<file path="src/nmea_gga_sentence_parser_top_defines.svh">
// assertion macros for the gga sentence parser
`ifndef NMEA_GGA_SENTENCE_PARSER_TOP_DEFINES_SVH
`define NMEA_GGA_SENTENCE_PARSER_TOP_DEFINES_SVH

// plain property, sampled on clk_i, off while rst_ni is low
`define NGP_ASSERT(label, prop, msg) \
  label: assert property (@(posedge clk_i) disable iff (!rst_ni) (prop)) \
    else $error(msg);

// implication, sampled on clk_i, off while rst_ni is low
`define NGP_ASSERT_IMP(label, ante, cons, msg) \
  label: assert property (@(posedge clk_i) disable iff (!rst_ni) (ante) |-> (cons)) \
    else $error(msg);

`endif

</file>
<file path="src/nmea_gga_pkg.sv">
// shared types, constants and helpers of the gga sentence parser
`default_nettype none

package nmea_gga_pkg;

  // character codes
  localparam logic [7:0] CH_CR     = 8'h0d;
  localparam logic [7:0] CH_DOLLAR = 8'h24;
  localparam logic [7:0] CH_COMMA  = 8'h2c;
  localparam logic [7:0] CH_ZERO   = 8'h30;
  localparam logic [7:0] CH_NINE   = 8'h39;
  localparam logic [7:0] CH_G      = 8'h47;
  localparam logic [7:0] CH_A      = 8'h41;

  // header positions ('$' is position 0)
  localparam logic [2:0] HDR_START = 3'd1;
  localparam logic [2:0] HDR_TYPE0 = 3'd3;
  localparam logic [2:0] HDR_TYPE1 = 3'd4;
  localparam logic [2:0] HDR_TYPE2 = 3'd5;
  localparam logic [2:0] HDR_SKIP  = 3'd6;
  localparam logic [2:0] HDR_DONE  = 3'd7;

  // field numbers within the sentence body
  localparam logic [3:0] FLD_NONE     = 4'd0;
  localparam logic [3:0] FLD_TIME     = 4'd1;
  localparam logic [3:0] FLD_LAT      = 4'd2;
  localparam logic [3:0] FLD_LAT_HEMI = 4'd3;
  localparam logic [3:0] FLD_LON      = 4'd4;
  localparam logic [3:0] FLD_LON_HEMI = 4'd5;
  localparam logic [3:0] FLD_FIX      = 4'd6;
  localparam logic [3:0] FLD_SATS     = 4'd7;
  localparam logic [3:0] FLD_MAX      = 4'd15;
  localparam logic [3:0] POS_MAX      = 4'd15;

  // fraction of minutes to seconds: floor(frac * 60 / 10000) = floor(frac * 3 / 500),
  // done as floor(frac * SEC_RECIP / 2**SEC_SHIFT), exact for frac below 47662
  localparam int unsigned FRAC_W    = 14;
  localparam int unsigned RECIP_W   = 15;
  localparam int unsigned PROD_W    = FRAC_W + RECIP_W;
  localparam int unsigned SEC_SHIFT = 22;
  localparam logic [RECIP_W-1:0] SEC_RECIP = 15'd25166;

  // one result word
  typedef struct packed {
    logic [6:0]  utc_hour;
    logic [6:0]  utc_minute;
    logic [6:0]  utc_second;
    logic [6:0]  lat_degrees;
    logic [6:0]  lat_minutes;
    logic [5:0]  lat_seconds;
    logic [9:0]  lon_degrees;
    logic [6:0]  lon_minutes;
    logic [5:0]  lon_seconds;
    logic [15:0] hemisphere_chars;
    logic [3:0]  fix_quality;
    logic [6:0]  satellite_count;
  } res_t;

  // decimal digit value, non-digits count as zero
  function automatic logic [3:0] digit_of(input logic [7:0] b);
    logic [7:0] diff;
    diff = b - CH_ZERO;
    if (b >= CH_ZERO && b <= CH_NINE) begin
      return diff[3:0];
    end
    return 4'd0;
  endfunction

  // whole seconds from a four-digit fraction of a minute
  function automatic logic [5:0] frac_to_sec(input logic [FRAC_W-1:0] frac);
    logic [PROD_W-1:0] prod;
    prod = PROD_W'(frac) * PROD_W'(SEC_RECIP);
    return prod[SEC_SHIFT +: 6];
  endfunction

endpackage

`default_nettype wire

</file>
<file path="src/nmea_gga_if.sv">
// handshake channels of the gga sentence parser: received bytes and decoded fixes
`default_nettype none

interface nmea_rx_if;
  logic       valid;
  logic       ready;
  logic [7:0] rx_byte;

  modport source (output valid, output rx_byte, input ready);
  modport sink   (input valid, input rx_byte, output ready);
endinterface

interface nmea_res_if;
  logic        valid;
  logic        ready;
  logic [6:0]  utc_hour;
  logic [6:0]  utc_minute;
  logic [6:0]  utc_second;
  logic [6:0]  lat_degrees;
  logic [6:0]  lat_minutes;
  logic [5:0]  lat_seconds;
  logic [9:0]  lon_degrees;
  logic [6:0]  lon_minutes;
  logic [5:0]  lon_seconds;
  logic [15:0] hemisphere_chars;
  logic [3:0]  fix_quality;
  logic [6:0]  satellite_count;

  modport source (
    output valid, input ready,
    output utc_hour, output utc_minute, output utc_second,
    output lat_degrees, output lat_minutes, output lat_seconds,
    output lon_degrees, output lon_minutes, output lon_seconds,
    output hemisphere_chars, output fix_quality, output satellite_count
  );
  modport sink (
    input valid, output ready,
    input utc_hour, input utc_minute, input utc_second,
    input lat_degrees, input lat_minutes, input lat_seconds,
    input lon_degrees, input lon_minutes, input lon_seconds,
    input hemisphere_chars, input fix_quality, input satellite_count
  );
endinterface

`default_nettype wire

</file>
<file path="src/nmea_gga_sentence_parser_top.sv">
// gga sentence parser: byte-wise sentence decoder with a two-word result buffer
//
// Usage:
//   rx_i takes one received UART byte per word. A '$' opens a sentence and a
//   carriage return closes it; header characters 3 to 5 must read "GGA".
//   res_o gives one decoded fix (time, latitude, longitude, hemisphere
//   letters, fix quality, satellite count) for each closed GGA sentence;
//   other sentences and stray bytes give nothing.
//   Throughput: one byte per cycle unless both result words are full. Each
//   byte updates the parser state in the cycle it is taken; the fix of a
//   closing carriage return is in the output register the cycle after that
//   byte is taken, or in the skid word while the output register still waits.
//   The output side is an output register plus one skid word. Bytes keep
//   flowing while a fix waits to be taken; rx_i.ready drops only when both
//   words are full, and rises again the cycle after res_o.ready takes one.
//   Reset (rst_ni low, asynchronous) returns the parser to idle, waiting for
//   '$', and empties both result words.
//   Missing or non-digit characters at digit positions count as zero;
//   fractional minutes become whole seconds as frac * 60 / 10000, truncated.
`default_nettype none

`include "nmea_gga_sentence_parser_top_defines.svh"

module nmea_gga_sentence_parser_top (
  input  wire logic  clk_i,
  input  wire logic  rst_ni,
  nmea_rx_if.sink    rx_i,
  nmea_res_if.source res_o
);
  import nmea_gga_pkg::*;

  // parser state
  logic        capturing_q, capturing_d;
  logic [2:0]  char_idx_q, char_idx_d;
  logic        type_ok_q, type_ok_d;
  logic [3:0]  field_num_q, field_num_d;
  logic [3:0]  field_pos_q, field_pos_d;
  logic [6:0]  hour_acc_q, hour_acc_d;
  logic [6:0]  minute_acc_q, minute_acc_d;
  logic [6:0]  second_acc_q, second_acc_d;
  logic [6:0]  lat_deg_acc_q, lat_deg_acc_d;
  logic [6:0]  lat_min_acc_q, lat_min_acc_d;
  logic [FRAC_W-1:0] lat_frac_acc_q, lat_frac_acc_d;
  logic [9:0]  lon_deg_acc_q, lon_deg_acc_d;
  logic [6:0]  lon_min_acc_q, lon_min_acc_d;
  logic [FRAC_W-1:0] lon_frac_acc_q, lon_frac_acc_d;
  logic [15:0] hemi_acc_q, hemi_acc_d;
  logic [3:0]  fix_acc_q, fix_acc_d;
  logic [6:0]  sats_acc_q, sats_acc_d;

  // result buffer
  logic res_valid_q, res_valid_d;
  logic skid_valid_q, skid_valid_d;
  res_t res_q, res_d;
  res_t skid_q, skid_d;
  res_t new_res;

  logic       rx_fire;
  logic       res_fire;
  logic       produce;
  logic [7:0] b;
  logic [3:0] d;

  assign rx_i.ready = ~skid_valid_q;
  assign rx_fire    = rx_i.valid & rx_i.ready;
  assign res_fire   = res_valid_q & res_o.ready;
  assign b          = rx_i.rx_byte;
  assign d          = digit_of(b);

  // per-byte parser update
  always_comb begin
    capturing_d    = capturing_q;
    char_idx_d     = char_idx_q;
    type_ok_d      = type_ok_q;
    field_num_d    = field_num_q;
    field_pos_d    = field_pos_q;
    hour_acc_d     = hour_acc_q;
    minute_acc_d   = minute_acc_q;
    second_acc_d   = second_acc_q;
    lat_deg_acc_d  = lat_deg_acc_q;
    lat_min_acc_d  = lat_min_acc_q;
    lat_frac_acc_d = lat_frac_acc_q;
    lon_deg_acc_d  = lon_deg_acc_q;
    lon_min_acc_d  = lon_min_acc_q;
    lon_frac_acc_d = lon_frac_acc_q;
    hemi_acc_d     = hemi_acc_q;
    fix_acc_d      = fix_acc_q;
    sats_acc_d     = sats_acc_q;
    produce        = 1'b0;

    if (rx_fire) begin
      if (!capturing_q) begin
        if (b == CH_DOLLAR) begin
          capturing_d    = 1'b1;
          char_idx_d     = HDR_START;
          type_ok_d      = 1'b1;
          field_num_d    = FLD_NONE;
          field_pos_d    = '0;
          hour_acc_d     = '0;
          minute_acc_d   = '0;
          second_acc_d   = '0;
          lat_deg_acc_d  = '0;
          lat_min_acc_d  = '0;
          lat_frac_acc_d = '0;
          lon_deg_acc_d  = '0;
          lon_min_acc_d  = '0;
          lon_frac_acc_d = '0;
          hemi_acc_d     = '0;
          fix_acc_d      = '0;
          sats_acc_d     = '0;
        end
      end else if (b == CH_CR) begin
        capturing_d = 1'b0;
        produce     = type_ok_q && (char_idx_q >= HDR_SKIP);
      end else if (char_idx_q < HDR_SKIP) begin
        // header: check the sentence type letters
        if ((char_idx_q == HDR_TYPE0 || char_idx_q == HDR_TYPE1) && b != CH_G) begin
          type_ok_d = 1'b0;
        end
        if (char_idx_q == HDR_TYPE2 && b != CH_A) begin
          type_ok_d = 1'b0;
        end
        char_idx_d = char_idx_q + 3'd1;
      end else if (char_idx_q == HDR_SKIP) begin
        char_idx_d  = HDR_DONE;
        field_num_d = FLD_TIME;
        field_pos_d = '0;
      end else if (b == CH_COMMA) begin
        if (field_num_q != FLD_MAX) begin
          field_num_d = field_num_q + 4'd1;
        end
        field_pos_d = '0;
      end else begin
        // field body: digit at a fixed position
        case (field_num_q)
          FLD_TIME: begin
            case (field_pos_q)
              4'd0: hour_acc_d   = hour_acc_q + 7'(d) * 7'd10;
              4'd1: hour_acc_d   = hour_acc_q + 7'(d);
              4'd2: minute_acc_d = minute_acc_q + 7'(d) * 7'd10;
              4'd3: minute_acc_d = minute_acc_q + 7'(d);
              4'd4: second_acc_d = second_acc_q + 7'(d) * 7'd10;
              4'd5: second_acc_d = second_acc_q + 7'(d);
              default: ;
            endcase
          end
          FLD_LAT: begin
            case (field_pos_q)
              4'd0: lat_deg_acc_d  = lat_deg_acc_q + 7'(d) * 7'd10;
              4'd1: lat_deg_acc_d  = lat_deg_acc_q + 7'(d);
              4'd2: lat_min_acc_d  = lat_min_acc_q + 7'(d) * 7'd10;
              4'd3: lat_min_acc_d  = lat_min_acc_q + 7'(d);
              4'd5: lat_frac_acc_d = lat_frac_acc_q + FRAC_W'(d) * FRAC_W'(1000);
              4'd6: lat_frac_acc_d = lat_frac_acc_q + FRAC_W'(d) * FRAC_W'(100);
              4'd7: lat_frac_acc_d = lat_frac_acc_q + FRAC_W'(d) * FRAC_W'(10);
              4'd8: lat_frac_acc_d = lat_frac_acc_q + FRAC_W'(d);
              default: ;
            endcase
          end
          FLD_LAT_HEMI: begin
            if (field_pos_q == 4'd0) begin
              hemi_acc_d[15:8] = b;
            end
          end
          FLD_LON: begin
            case (field_pos_q)
              4'd0: lon_deg_acc_d  = lon_deg_acc_q + 10'(d) * 10'd100;
              4'd1: lon_deg_acc_d  = lon_deg_acc_q + 10'(d) * 10'd10;
              4'd2: lon_deg_acc_d  = lon_deg_acc_q + 10'(d);
              4'd3: lon_min_acc_d  = lon_min_acc_q + 7'(d) * 7'd10;
              4'd4: lon_min_acc_d  = lon_min_acc_q + 7'(d);
              4'd6: lon_frac_acc_d = lon_frac_acc_q + FRAC_W'(d) * FRAC_W'(1000);
              4'd7: lon_frac_acc_d = lon_frac_acc_q + FRAC_W'(d) * FRAC_W'(100);
              4'd8: lon_frac_acc_d = lon_frac_acc_q + FRAC_W'(d) * FRAC_W'(10);
              4'd9: lon_frac_acc_d = lon_frac_acc_q + FRAC_W'(d);
              default: ;
            endcase
          end
          FLD_LON_HEMI: begin
            if (field_pos_q == 4'd0) begin
              hemi_acc_d[7:0] = b;
            end
          end
          FLD_FIX: begin
            if (field_pos_q == 4'd0) begin
              fix_acc_d = d;
            end
          end
          FLD_SATS: begin
            case (field_pos_q)
              4'd0: sats_acc_d = sats_acc_q + 7'(d) * 7'd10;
              4'd1: sats_acc_d = sats_acc_q + 7'(d);
              default: ;
            endcase
          end
          default: ;
        endcase
        if (field_pos_q != POS_MAX) begin
          field_pos_d = field_pos_q + 4'd1;
        end
      end
    end
  end

  // result word from the accumulators
  always_comb begin
    new_res.utc_hour         = hour_acc_q;
    new_res.utc_minute       = minute_acc_q;
    new_res.utc_second       = second_acc_q;
    new_res.lat_degrees      = lat_deg_acc_q;
    new_res.lat_minutes      = lat_min_acc_q;
    new_res.lat_seconds      = frac_to_sec(lat_frac_acc_q);
    new_res.lon_degrees      = lon_deg_acc_q;
    new_res.lon_minutes      = lon_min_acc_q;
    new_res.lon_seconds      = frac_to_sec(lon_frac_acc_q);
    new_res.hemisphere_chars = hemi_acc_q;
    new_res.fix_quality      = fix_acc_q;
    new_res.satellite_count  = sats_acc_q;
  end

  // output register plus skid word
  always_comb begin
    res_valid_d  = res_valid_q;
    skid_valid_d = skid_valid_q;
    res_d        = res_q;
    skid_d       = skid_q;
    if (res_fire || !res_valid_q) begin
      if (skid_valid_q) begin
        res_valid_d  = 1'b1;
        res_d        = skid_q;
        skid_valid_d = produce;
        skid_d       = new_res;
      end else begin
        res_valid_d = produce;
        res_d       = new_res;
      end
    end else if (produce) begin
      skid_valid_d = 1'b1;
      skid_d       = new_res;
    end
  end

  // control and accumulator registers
  always_ff @(posedge clk_i or negedge rst_ni) begin
    if (!rst_ni) begin
      capturing_q    <= 1'b0;
      char_idx_q     <= '0;
      type_ok_q      <= 1'b0;
      field_num_q    <= FLD_NONE;
      field_pos_q    <= '0;
      hour_acc_q     <= '0;
      minute_acc_q   <= '0;
      second_acc_q   <= '0;
      lat_deg_acc_q  <= '0;
      lat_min_acc_q  <= '0;
      lat_frac_acc_q <= '0;
      lon_deg_acc_q  <= '0;
      lon_min_acc_q  <= '0;
      lon_frac_acc_q <= '0;
      hemi_acc_q     <= '0;
      fix_acc_q      <= '0;
      sats_acc_q     <= '0;
      res_valid_q    <= 1'b0;
      skid_valid_q   <= 1'b0;
    end else begin
      capturing_q    <= capturing_d;
      char_idx_q     <= char_idx_d;
      type_ok_q      <= type_ok_d;
      field_num_q    <= field_num_d;
      field_pos_q    <= field_pos_d;
      hour_acc_q     <= hour_acc_d;
      minute_acc_q   <= minute_acc_d;
      second_acc_q   <= second_acc_d;
      lat_deg_acc_q  <= lat_deg_acc_d;
      lat_min_acc_q  <= lat_min_acc_d;
      lat_frac_acc_q <= lat_frac_acc_d;
      lon_deg_acc_q  <= lon_deg_acc_d;
      lon_min_acc_q  <= lon_min_acc_d;
      lon_frac_acc_q <= lon_frac_acc_d;
      hemi_acc_q     <= hemi_acc_d;
      fix_acc_q      <= fix_acc_d;
      sats_acc_q     <= sats_acc_d;
      res_valid_q    <= res_valid_d;
      skid_valid_q   <= skid_valid_d;
    end
  end

  // result payload registers
  always_ff @(posedge clk_i) begin
    res_q  <= res_d;
    skid_q <= skid_d;
  end

  // output drive
  assign res_o.valid            = res_valid_q;
  assign res_o.utc_hour         = res_q.utc_hour;
  assign res_o.utc_minute       = res_q.utc_minute;
  assign res_o.utc_second       = res_q.utc_second;
  assign res_o.lat_degrees      = res_q.lat_degrees;
  assign res_o.lat_minutes      = res_q.lat_minutes;
  assign res_o.lat_seconds      = res_q.lat_seconds;
  assign res_o.lon_degrees      = res_q.lon_degrees;
  assign res_o.lon_minutes      = res_q.lon_minutes;
  assign res_o.lon_seconds      = res_q.lon_seconds;
  assign res_o.hemisphere_chars = res_q.hemisphere_chars;
  assign res_o.fix_quality      = res_q.fix_quality;
  assign res_o.satellite_count  = res_q.satellite_count;

  // checks on the parser and the result buffer
  `NGP_ASSERT(a_skid_behind_out, !skid_valid_q || res_valid_q, "skid word without output word")
  `NGP_ASSERT_IMP(a_skid_fill_stalled, $rose(skid_valid_q), $past(res_valid_q && !res_o.ready), "skid filled while output free")
  `NGP_ASSERT_IMP(a_res_from_cr, $rose(res_valid_q), $past(rx_fire && b == CH_CR), "result not caused by a carriage return")
  `NGP_ASSERT_IMP(a_field_after_hdr, field_num_q != FLD_NONE, char_idx_q == HDR_DONE, "field counted inside the header")

endmodule

`default_nettype wire

</file>
<file path="src/flat_wrapper.sv">
// flat-port wrapper written by rule: the top's interface ports become plain ports
module nmea_gga_sentence_parser_top_flat import nmea_gga_pkg::*;
  (clk_i, rst_ni, rx_i_valid, rx_i_rx_byte, rx_i_ready, res_o_valid, res_o_ready, res_o_utc_hour, res_o_utc_minute, res_o_utc_second, res_o_lat_degrees, res_o_lat_minutes, res_o_lat_seconds, res_o_lon_degrees, res_o_lon_minutes, res_o_lon_seconds, res_o_hemisphere_chars, res_o_fix_quality, res_o_satellite_count);
  nmea_rx_if rx_i_i ();
  nmea_res_if res_o_i ();
  input  wire logic clk_i;
  input  wire logic rst_ni;
  input wire logic [$bits(rx_i_i.valid)-1:0] rx_i_valid;
  input wire logic [$bits(rx_i_i.rx_byte)-1:0] rx_i_rx_byte;
  output wire logic [$bits(rx_i_i.ready)-1:0] rx_i_ready;
  output wire logic [$bits(res_o_i.valid)-1:0] res_o_valid;
  input wire logic [$bits(res_o_i.ready)-1:0] res_o_ready;
  output wire logic [$bits(res_o_i.utc_hour)-1:0] res_o_utc_hour;
  output wire logic [$bits(res_o_i.utc_minute)-1:0] res_o_utc_minute;
  output wire logic [$bits(res_o_i.utc_second)-1:0] res_o_utc_second;
  output wire logic [$bits(res_o_i.lat_degrees)-1:0] res_o_lat_degrees;
  output wire logic [$bits(res_o_i.lat_minutes)-1:0] res_o_lat_minutes;
  output wire logic [$bits(res_o_i.lat_seconds)-1:0] res_o_lat_seconds;
  output wire logic [$bits(res_o_i.lon_degrees)-1:0] res_o_lon_degrees;
  output wire logic [$bits(res_o_i.lon_minutes)-1:0] res_o_lon_minutes;
  output wire logic [$bits(res_o_i.lon_seconds)-1:0] res_o_lon_seconds;
  output wire logic [$bits(res_o_i.hemisphere_chars)-1:0] res_o_hemisphere_chars;
  output wire logic [$bits(res_o_i.fix_quality)-1:0] res_o_fix_quality;
  output wire logic [$bits(res_o_i.satellite_count)-1:0] res_o_satellite_count;
  assign rx_i_i.valid = rx_i_valid;
  assign rx_i_i.rx_byte = rx_i_rx_byte;
  assign rx_i_ready = rx_i_i.ready;
  assign res_o_valid = res_o_i.valid;
  assign res_o_i.ready = res_o_ready;
  assign res_o_utc_hour = res_o_i.utc_hour;
  assign res_o_utc_minute = res_o_i.utc_minute;
  assign res_o_utc_second = res_o_i.utc_second;
  assign res_o_lat_degrees = res_o_i.lat_degrees;
  assign res_o_lat_minutes = res_o_i.lat_minutes;
  assign res_o_lat_seconds = res_o_i.lat_seconds;
  assign res_o_lon_degrees = res_o_i.lon_degrees;
  assign res_o_lon_minutes = res_o_i.lon_minutes;
  assign res_o_lon_seconds = res_o_i.lon_seconds;
  assign res_o_hemisphere_chars = res_o_i.hemisphere_chars;
  assign res_o_fix_quality = res_o_i.fix_quality;
  assign res_o_satellite_count = res_o_i.satellite_count;
  nmea_gga_sentence_parser_top u_core (.clk_i(clk_i), .rst_ni(rst_ni), .rx_i(rx_i_i), .res_o(res_o_i));
endmodule
</file>
<file path="config.mk">
export PLATFORM = sky130hd
export DESIGN_NAME = nmea_gga_sentence_parser_top_flat
export DESIGN_NICKNAME = d
export VERILOG_FILES = /design/src/nmea_gga_pkg.sv /design/src/nmea_gga_if.sv /design/src/nmea_gga_sentence_parser_top.sv /design/src/flat_wrapper.sv
export VERILOG_INCLUDE_DIRS = /design/src /design/src/src
export SDC_FILE = /design/constraint.sdc
export NUM_CORES = 1
export LEC_CHECK = 0
export ABC_AREA = 1
export BUFFER_PORTS_ARGS = -buffer_cell sky130_fd_sc_hd__buf_2
export CAP_MARGIN = 20
export CORE_MARGIN = 2
export CORE_UTILIZATION = 35
export CTS_BUF_LIST = sky130_fd_sc_hd__clkbuf_16
export DETAILED_ROUTE_END_ITERATION = 6
export PLACE_DENSITY_LB_ADDON = 0.05
export SLEW_MARGIN = 20
export SYNTH_ARGS = -nofsm -noshare
export SYNTH_HDL_FRONTEND = slang
export SYNTH_SLANG_ARGS = --single-unit
</file>
<file path="constraint.sdc">
create_clock -name clk_i -period 8.9 [get_ports clk_i]
set_input_delay 1.78 -clock clk_i [delete_from_list [all_inputs] [get_ports clk_i]]
set_output_delay 1.78 -clock clk_i [all_outputs]
set_load 0.02 [all_outputs]
</file>
# ---- Word-level counts from Yosys, hierarchy flattened
# Index checks and enable logic that the tools add are counted.
dict set report op_classes {
  add_sub_neg 29
  n_mul 8
  order_cmp 4
  n_eq_ne 53
  n_mux 130
  n_bitwise 3
  n_reduce_logical 28
}
# operator n
set ops {}
lappend ops {{91-bit two-way mux} 4}
lappend ops {{7-bit two-way mux} 43}
lappend ops {{14-bit two-way mux} 13}
lappend ops {{14-bit one-hot mux with 4 select lines} 2}
lappend ops {{8-bit AND reduction} 13}
lappend ops {{7-bit one-hot mux with 2 select lines} 7}
lappend ops {{16-bit two-way mux} 6}
lappend ops {{4-bit two-way mux} 22}
lappend ops {{10-bit two-way mux} 7}
lappend ops {{14-bit by 14-bit multiplier with 27-bit output (second input constant)} 2}
lappend ops {{7-bit by 4-bit adder with 7-bit output} 7}
lappend ops {{7-bit adder} 7}
lappend ops {{4-bit by 3-bit equality test with 1-bit output (second input constant)} 8}
lappend ops {{10-bit one-hot mux with 3 select lines} 1}
lappend ops {{14-bit by 11-bit adder with 14-bit output} 2}
lappend ops {{14-bit adder} 2}
lappend ops {{14-bit by 4-bit adder with 14-bit output} 2}
lappend ops {{14-bit by 8-bit adder with 14-bit output} 2}
lappend ops {{2-bit inequality test (second input constant)} 13}
lappend ops {{8-bit two-way mux} 3}
lappend ops {{3-bit inequality test (second input constant)} 8}
lappend ops {{1-bit two-way mux} 17}
lappend ops {{4-bit by 2-bit equality test with 1-bit output (second input constant)} 4}
lappend ops {{8-bit by 6-bit equality test with 1-bit output (second input constant)} 2}
lappend ops {{36 further kinds} 58}
dict set report totals {
  regBits 304
  in_bits 12
  output_inout_bits 93
  wordCells 299
}

# ---- Longest topological paths before layout
dict set report depth {
  ltp_word 13
  depth_mapped 26
}

# ---- Worst setup path after synthesis
# Ideal clock, no wire load.
dict set report synth_path {
  path_type {input to register}
  from {input port res_o_ready}
  to {register u_core.skid_q[0] (netlist bit), enable pin}
  setup_ps 666
  arrival_ps 8210
  t_required_ps 8234
  path_slack_ps 24
  cell_stages 2
  path_buffers 0
  cell_sequence {nor2_1 -> o21ai_0}
}
dict set report synth_between {
  elab_chain_cells 4
}
# element line
set synth_rtl {}
lappend synth_rtl {{from (decl)} flat_wrapper.sv:12} ;# input wire logic [$bits(res_o_i.ready)-1:0] res_o_ready;
lappend synth_rtl {{1-bit AND *} nmea_gga_sentence_parser_top.sv:66} ;# assign res_fire = res_valid_q & res_o.ready;
lappend synth_rtl {{1-bit logical OR *} nmea_gga_sentence_parser_top.sv:227} ;# if (res_fire || !res_valid_q) begin
lappend synth_rtl {{2-bit by 1-bit inequality test with 1-bit output (no source line) or 2-bit nonzero test (tied branches)} n/a}
lappend synth_rtl {{2-bit AND reduction (no source line) *} n/a}
lappend synth_rtl {{to (signal assigned)} nmea_gga_sentence_parser_top.sv:291} ;# skid_q <= skid_d;
lappend synth_rtl {{to (decl)} nmea_gga_sentence_parser_top.sv:55} ;# res_t skid_q, skid_d;
# Mark *: on every way between the ends. The rest lies on a longest branch, timed or not.
# A chain may end at the register's enable or synchronous reset.

# ---- Final worst setup path
dict set report layout_path {
  from {input port rx_i_rx_byte[7]}
  to {register u_core.lon_frac_acc_q[13]}
}
dict set report layout_between {
  elab_chain_cells 13
}
# element line
set layout_rtl {}
lappend layout_rtl {{from (decl)} flat_wrapper.sv:9} ;# input wire logic [$bits(rx_i_i.rx_byte)-1:0] rx_i_rx_byte;
lappend layout_rtl {{8-bit by 6-bit >= comparator with 1-bit output or 8-bit by 6-bit less-or-equal comparator with 1-bit output (tied branches)} nmea_gga_pkg.sv:63} ;# if (b >= CH_ZERO && b <= CH_NINE) begin
lappend layout_rtl {{1-bit logical AND} nmea_gga_pkg.sv:63}
lappend layout_rtl {{1-bit two-way mux} nmea_gga_pkg.sv:63}
lappend layout_rtl {{4-bit two-way mux} nmea_gga_pkg.sv:66} ;# return 4'd0;
lappend layout_rtl {{4-bit by 7-bit multiplier with 11-bit output (tied with other cells)} nmea_gga_sentence_parser_top.sv:172} ;# 4'd6: lon_frac_acc_d = lon_frac_acc_q + FRAC_W'(d) * FRAC_W'(1000);
lappend layout_rtl {{14-bit adder (tied with other cells)} nmea_gga_sentence_parser_top.sv:172}
lappend layout_rtl {{14-bit one-hot mux with 4 select lines} nmea_gga_sentence_parser_top.sv:166} ;# case (field_pos_q)
lappend layout_rtl {{14-bit two-way mux} nmea_gga_sentence_parser_top.sv:135} ;# case (field_num_q)
lappend layout_rtl {{14-bit two-way mux} nmea_gga_sentence_parser_top.sv:128} ;# end else if (b == CH_COMMA) begin
lappend layout_rtl {{14-bit two-way mux} nmea_gga_sentence_parser_top.sv:124} ;# end else if (char_idx_q == HDR_SKIP) begin
lappend layout_rtl {{14-bit two-way mux} nmea_gga_sentence_parser_top.sv:115} ;# end else if (char_idx_q < HDR_SKIP) begin
lappend layout_rtl {{14-bit two-way mux} nmea_gga_sentence_parser_top.sv:112} ;# end else if (b == CH_CR) begin
lappend layout_rtl {{14-bit two-way mux} nmea_gga_sentence_parser_top.sv:92} ;# if (!capturing_q) begin
lappend layout_rtl {{to (signal assigned)} nmea_gga_sentence_parser_top.sv:279} ;# lon_frac_acc_q <= lon_frac_acc_d;
lappend layout_rtl {{to (decl)} nmea_gga_sentence_parser_top.sv:46} ;# logic [FRAC_W-1:0] lon_frac_acc_q, lon_frac_acc_d;
# Parallel ways exist; a longest one is shown, timed or not. The select of a mux whose other input is x is not followed.

==> results.md <==
- The run finished with clean final reports.
- From left edge to right edge, the die measures 285.3 µm.
- The cell at the root of the clock tree is clkbuf_16.
- In this run the worst hold path is classified as register to register.
- The number of buffers and inverters on the critical path is 4.
- The smallest hold slack is 0.4778 ns.
- The critical path endpoint category is a register.
- The repair_antennas step left the layout with diodes totalling 0.
- Summed over all cells, the static leakage comes to 16.16 nW.
- The cell area that synthesis handed to floorplanning was 27700 µm².
- The slowest stage of the critical path belongs to the cell fa_1.
- Data on the critical path arrives at its endpoint at 6.74 ns.
- The worst-case setup slack after placement is 2.025 ns.
- The global-route wire length before repair is 137600 µm.
- The required time of the critical path is 9.35 ns.
- The first-pass detailed-route iteration total is 6.
- The net count reported at finish is 4097.
- Dividing the synthesized area by the synthesized cell count gives 7.976 µm².
- Headroom to the max-slew limit came out at 31.42%.
- The deepest clock path buffer count is 3.
- The number of design-rule violations left by the first detailed-router iteration is 1677.
- In this design, the stage delay of the slowest critical-path cell is 0.61 ns.
- The total area of sequential cells is 8523 µm².
- The floorplan has 103 rows.
- The max-capacitance violation count is 0.
- Setup repair after global routing left no endpoint under its margin.
- The number of antenna violations at the first check in global routing is 0.
- The fraction of final layout cells with drive strength greater than 1 is 7.409%.
- The H-tree level count is 2.
- Synthesis produced a netlist with a net count of 3984.
- The post-detailed-route via-to-cell ratio is 5.108.
- The most instantiated flip-flop cell in the synthesis netlist is edfxtp_1.
- The number of hold-repair buffers added at the cts stage is 0.
- VDD sags by at most 127.8 µV.
- By instance count, the cell type seen most on the critical path is nand3_1.
- The clock net in this run drives a total of 304 sinks.
- Power comes to 6.995 mW.
- The number of instances resized during post-cts repair is 0.
- The minimum setup slack in the final design is 2.613 ns.
- For the finished layout, the period the worst path requires is 6.287 ns.
- The number of distinct library cells after synthesis is 59.
- Counting flops with a built-in enable in the synthesized netlist gives 182.
- Once the floorplan was initialized, standard cells occupied 35.24% of the core.
- Summing over every cut layer, the via total after detailed routing is 23840.
- Dividing the detail-routed wire length by the instance count gives 18.57 µm.
- The core region is 78610 µm².
- In this run the worst path has a maximum fanout of 16.
- The number of hold violations in the final report is 0.
- The end-of-flow core utilization is 39.18%.
- The count of endpoints failing setup in the final report is 0.
- The count of port buffers added during placement is 104.
- The setup skew after layout is 0.01733 ns.
- The number of buffers created by CTS is 39.
- For the pin with the worst max-slew slack, the measured transition is 1.028 ns.
- The fmax is 159.1 MHz.
- TritonCTS built the clock tree.
- The count of state elements after synthesis is 304.
- The summed negative setup slack over all endpoints is 0 ns.
- The share of async-settable or async-resettable flops after synthesis is 40.13%.
- Clock-pin slew was measured on the worst setup and hold paths at 0.06 ns.
- The clock insertion delay at the later pin of the skew report is 0.57 ns.
- The multi-input combinational cells in the finished layout cover a total of 17250 µm².
- The number of global-route vias before repair was 23710.
- The filler cells instantiated in the layout total 8094.
- Global routing finished with a remaining overflow of 0.
- The count of nets left with antenna violations once routing finished came out at 0.
- The floorplan step defined a die boundary enclosing 81410 µm².
- Routability-driven placement finished with a final weighted congestion of 0.9007.
- The HPWL after detailed placement is 66520 µm.
- The critical path start-end classification is input port to register.
- 105 I/O pins were placed.
- The Yosys step of the flow raised 0 warnings.
- The worst setup path is launched from an input port.
- Post-CTS timing repair inserted 0 buffers for setup.
- The total global-route track usage is 21.42%.
- The cell type group with the largest total delay on the critical path is adder cells.
- The final count of pins violating max slew is 0.
- In this run the vertical extent of the chip is 285.3 µm.
- For this design the ratio of total power to cell area is 227.1 nW/µm².
- The post-route fraction of the period consumed by the critical path is 70.64%.
- The relative area change from synthesis to final layout is 11.20%.
- The post-synthesis instance total is 3473.
- The pin count of the biggest net entering global routing is 70.
- The DRC violation count after routing is 0.
- The post-detailed-routing wire length is 86650 µm.
- The share of the Yosys chip area taken by registers is 30.75%.
-- metal layers --
| layer | vias to the layer above | global-route usage (%) | part of all wire (%) |
|---|---|---|---|
| li1 | 11910 | - | - |
| met1 | 11360 | 30.41 | 49 |
| met2 | 480 | 35.15 | 45 |
| met3 | 96 | 2.392 | 3.8 |
| met4 | 0 | 4.490 | 2.0 |
| met5 | - | 0 | 0 |
-- layout by cell type, fill, tap and decap left out, drive strengths merged, types with 5 or more instances in the layout --
master / instances
nand4: 63
o21ai: 233
dfrtp: 122
and2: 12
clkbuf: 40
ha: 383
a31oi: 17
o22ai: 8
inv: 471
nand3b: 13
o21bai: 17
fa: 116
nor2: 203
nand3: 330
xor2: 11
or2: 24
a21o: 10
clkinv: 16
mux2i: 6
a21oi: 206
nor3: 30
buf: 122
xnor2: 23
nand2: 916
edfxtp: 182
bufinv: 5
-- path summary, 6_finish.rpt --
kind	from	end	slack (ns)	depth (start not counted)
max	rx_i_rx_byte[7]	u_core.lon_frac_acc_q[13]	2.61	25
min in group asynchronous	rst_ni	u_core.lon_frac_acc_q[9]	1.25	1
min reg2reg	u_core.sats_acc_q[0]	u_core.skid_q[0]	0.48	0
min	u_core.sats_acc_q[0]	u_core.skid_q[0]	0.48	0
max reg2reg	u_core.lat_frac_acc_q[2]	u_core.res_o.lat_seconds[3]	3.75	16
max in group asynchronous	rst_ni	u_core.skid_valid_q	6.13	2
-- cell type report --
type                    count  area share [%]
multi-input cells        2656           56.01
inverters                 463           5.662
flip-flops and latches    304           27.67
clock inverters            32          0.9992
repair buffers            122           2.149
clock buffers              40           3.250
well taps                1050           4.265
-- power by group --
group          switching [mW]  internal [mW]
registers               0.316           1.81
clock network           0.676          0.968
logic                    2.09           1.14
total                    3.08           3.92
-- synthesized netlist by cell type (24+ instances only) --
library cell,n,area share (%)
nand2_1,906,12
inv_1,445,6.0
ha_1,383,17
nand3_1,325,5.9
a21oi_1,203,3.7
o21ai_0,198,3.6
nor2_1,192,2.6
edfxtp_1,182,20
dfrtp_1,122,11
fa_1,116,8.4
nand4_1,61,1.4
o21ai_1,32,0.58
clkbuf_1,31,0.42
nor3_1,27,0.49
or2_2,24,0.54
-- registers in the layout, summed over array words and instances (netlist names), 6 cells and up --
signal and flops:
u_core.lon_frac_acc_q 14, u_core.res_o.lon_minutes 7, u_core.minute_acc_q 7, u_core.res_o.hemisphere_chars 16, u_core.hemi_acc_q 16, u_core.res_o.lon_seconds 6
u_core.lat_deg_acc_q 7, u_core.lat_min_acc_q 7, u_core.lat_frac_acc_q 14, u_core.skid_q 91, u_core.res_o.satellite_count 7, u_core.res_o.utc_second 7
u_core.lon_deg_acc_q 10, u_core.res_o.utc_hour 7, u_core.lon_min_acc_q 7, u_core.hour_acc_q 7, u_core.sats_acc_q 7, u_core.second_acc_q 7
u_core.res_o.lat_seconds 6, u_core.res_o.lon_degrees 10, u_core.res_o.lat_degrees 7, u_core.res_o.lat_minutes 7, u_core.res_o.utc_minute 7
-- logic make-up (layout without fill, tap and decap cells) --
group | count (synthesis) | in the layout | synth area share, %
buffers and inverters | 513 | 657 | 7.082
multiplexers | 6 | 6 | 0.2168
AO/OA/AOI/OAI | 517 | 517 | 10.09
XOR/XNOR | 34 | 34 | 1.075
AND/OR/NAND/NOR | 1600 | 1600 | 25.10
adder cells (fa/ha/maj) | 499 | 499 | 25.68
flip-flops | 304 | 304 | 30.75
-- worst register-to-register path: stages, from the launching register on --
cell	delay, ns
dfrtp_1	0.72
ha_1	0.30
inv_1	0.07
fa_1	0.50
inv_1	0.06
fa_1	0.52
fa_1	0.53
fa_1	0.43
ha_1	0.29
ha_1	0.33
nand2_1	0.11
nor4_1	0.46
o21ai_0	0.23
nand3_1	0.11
nand2_1	0.06
nand3_1	0.09
nand2_1	0.08
-- through the flow --
| stage | instance area, µm² | instances |
|---|---|---|
| global route | 30800 | 4667 |
| detailed placement | 29490 | 4595 |
| global placement | 29490 | 4595 |
| floorplan | 27700 | 3473 |
| finish | 30800 | 4667 |
| CTS | 30800 | 4667 |
Power figures use the tool's default switching activity.
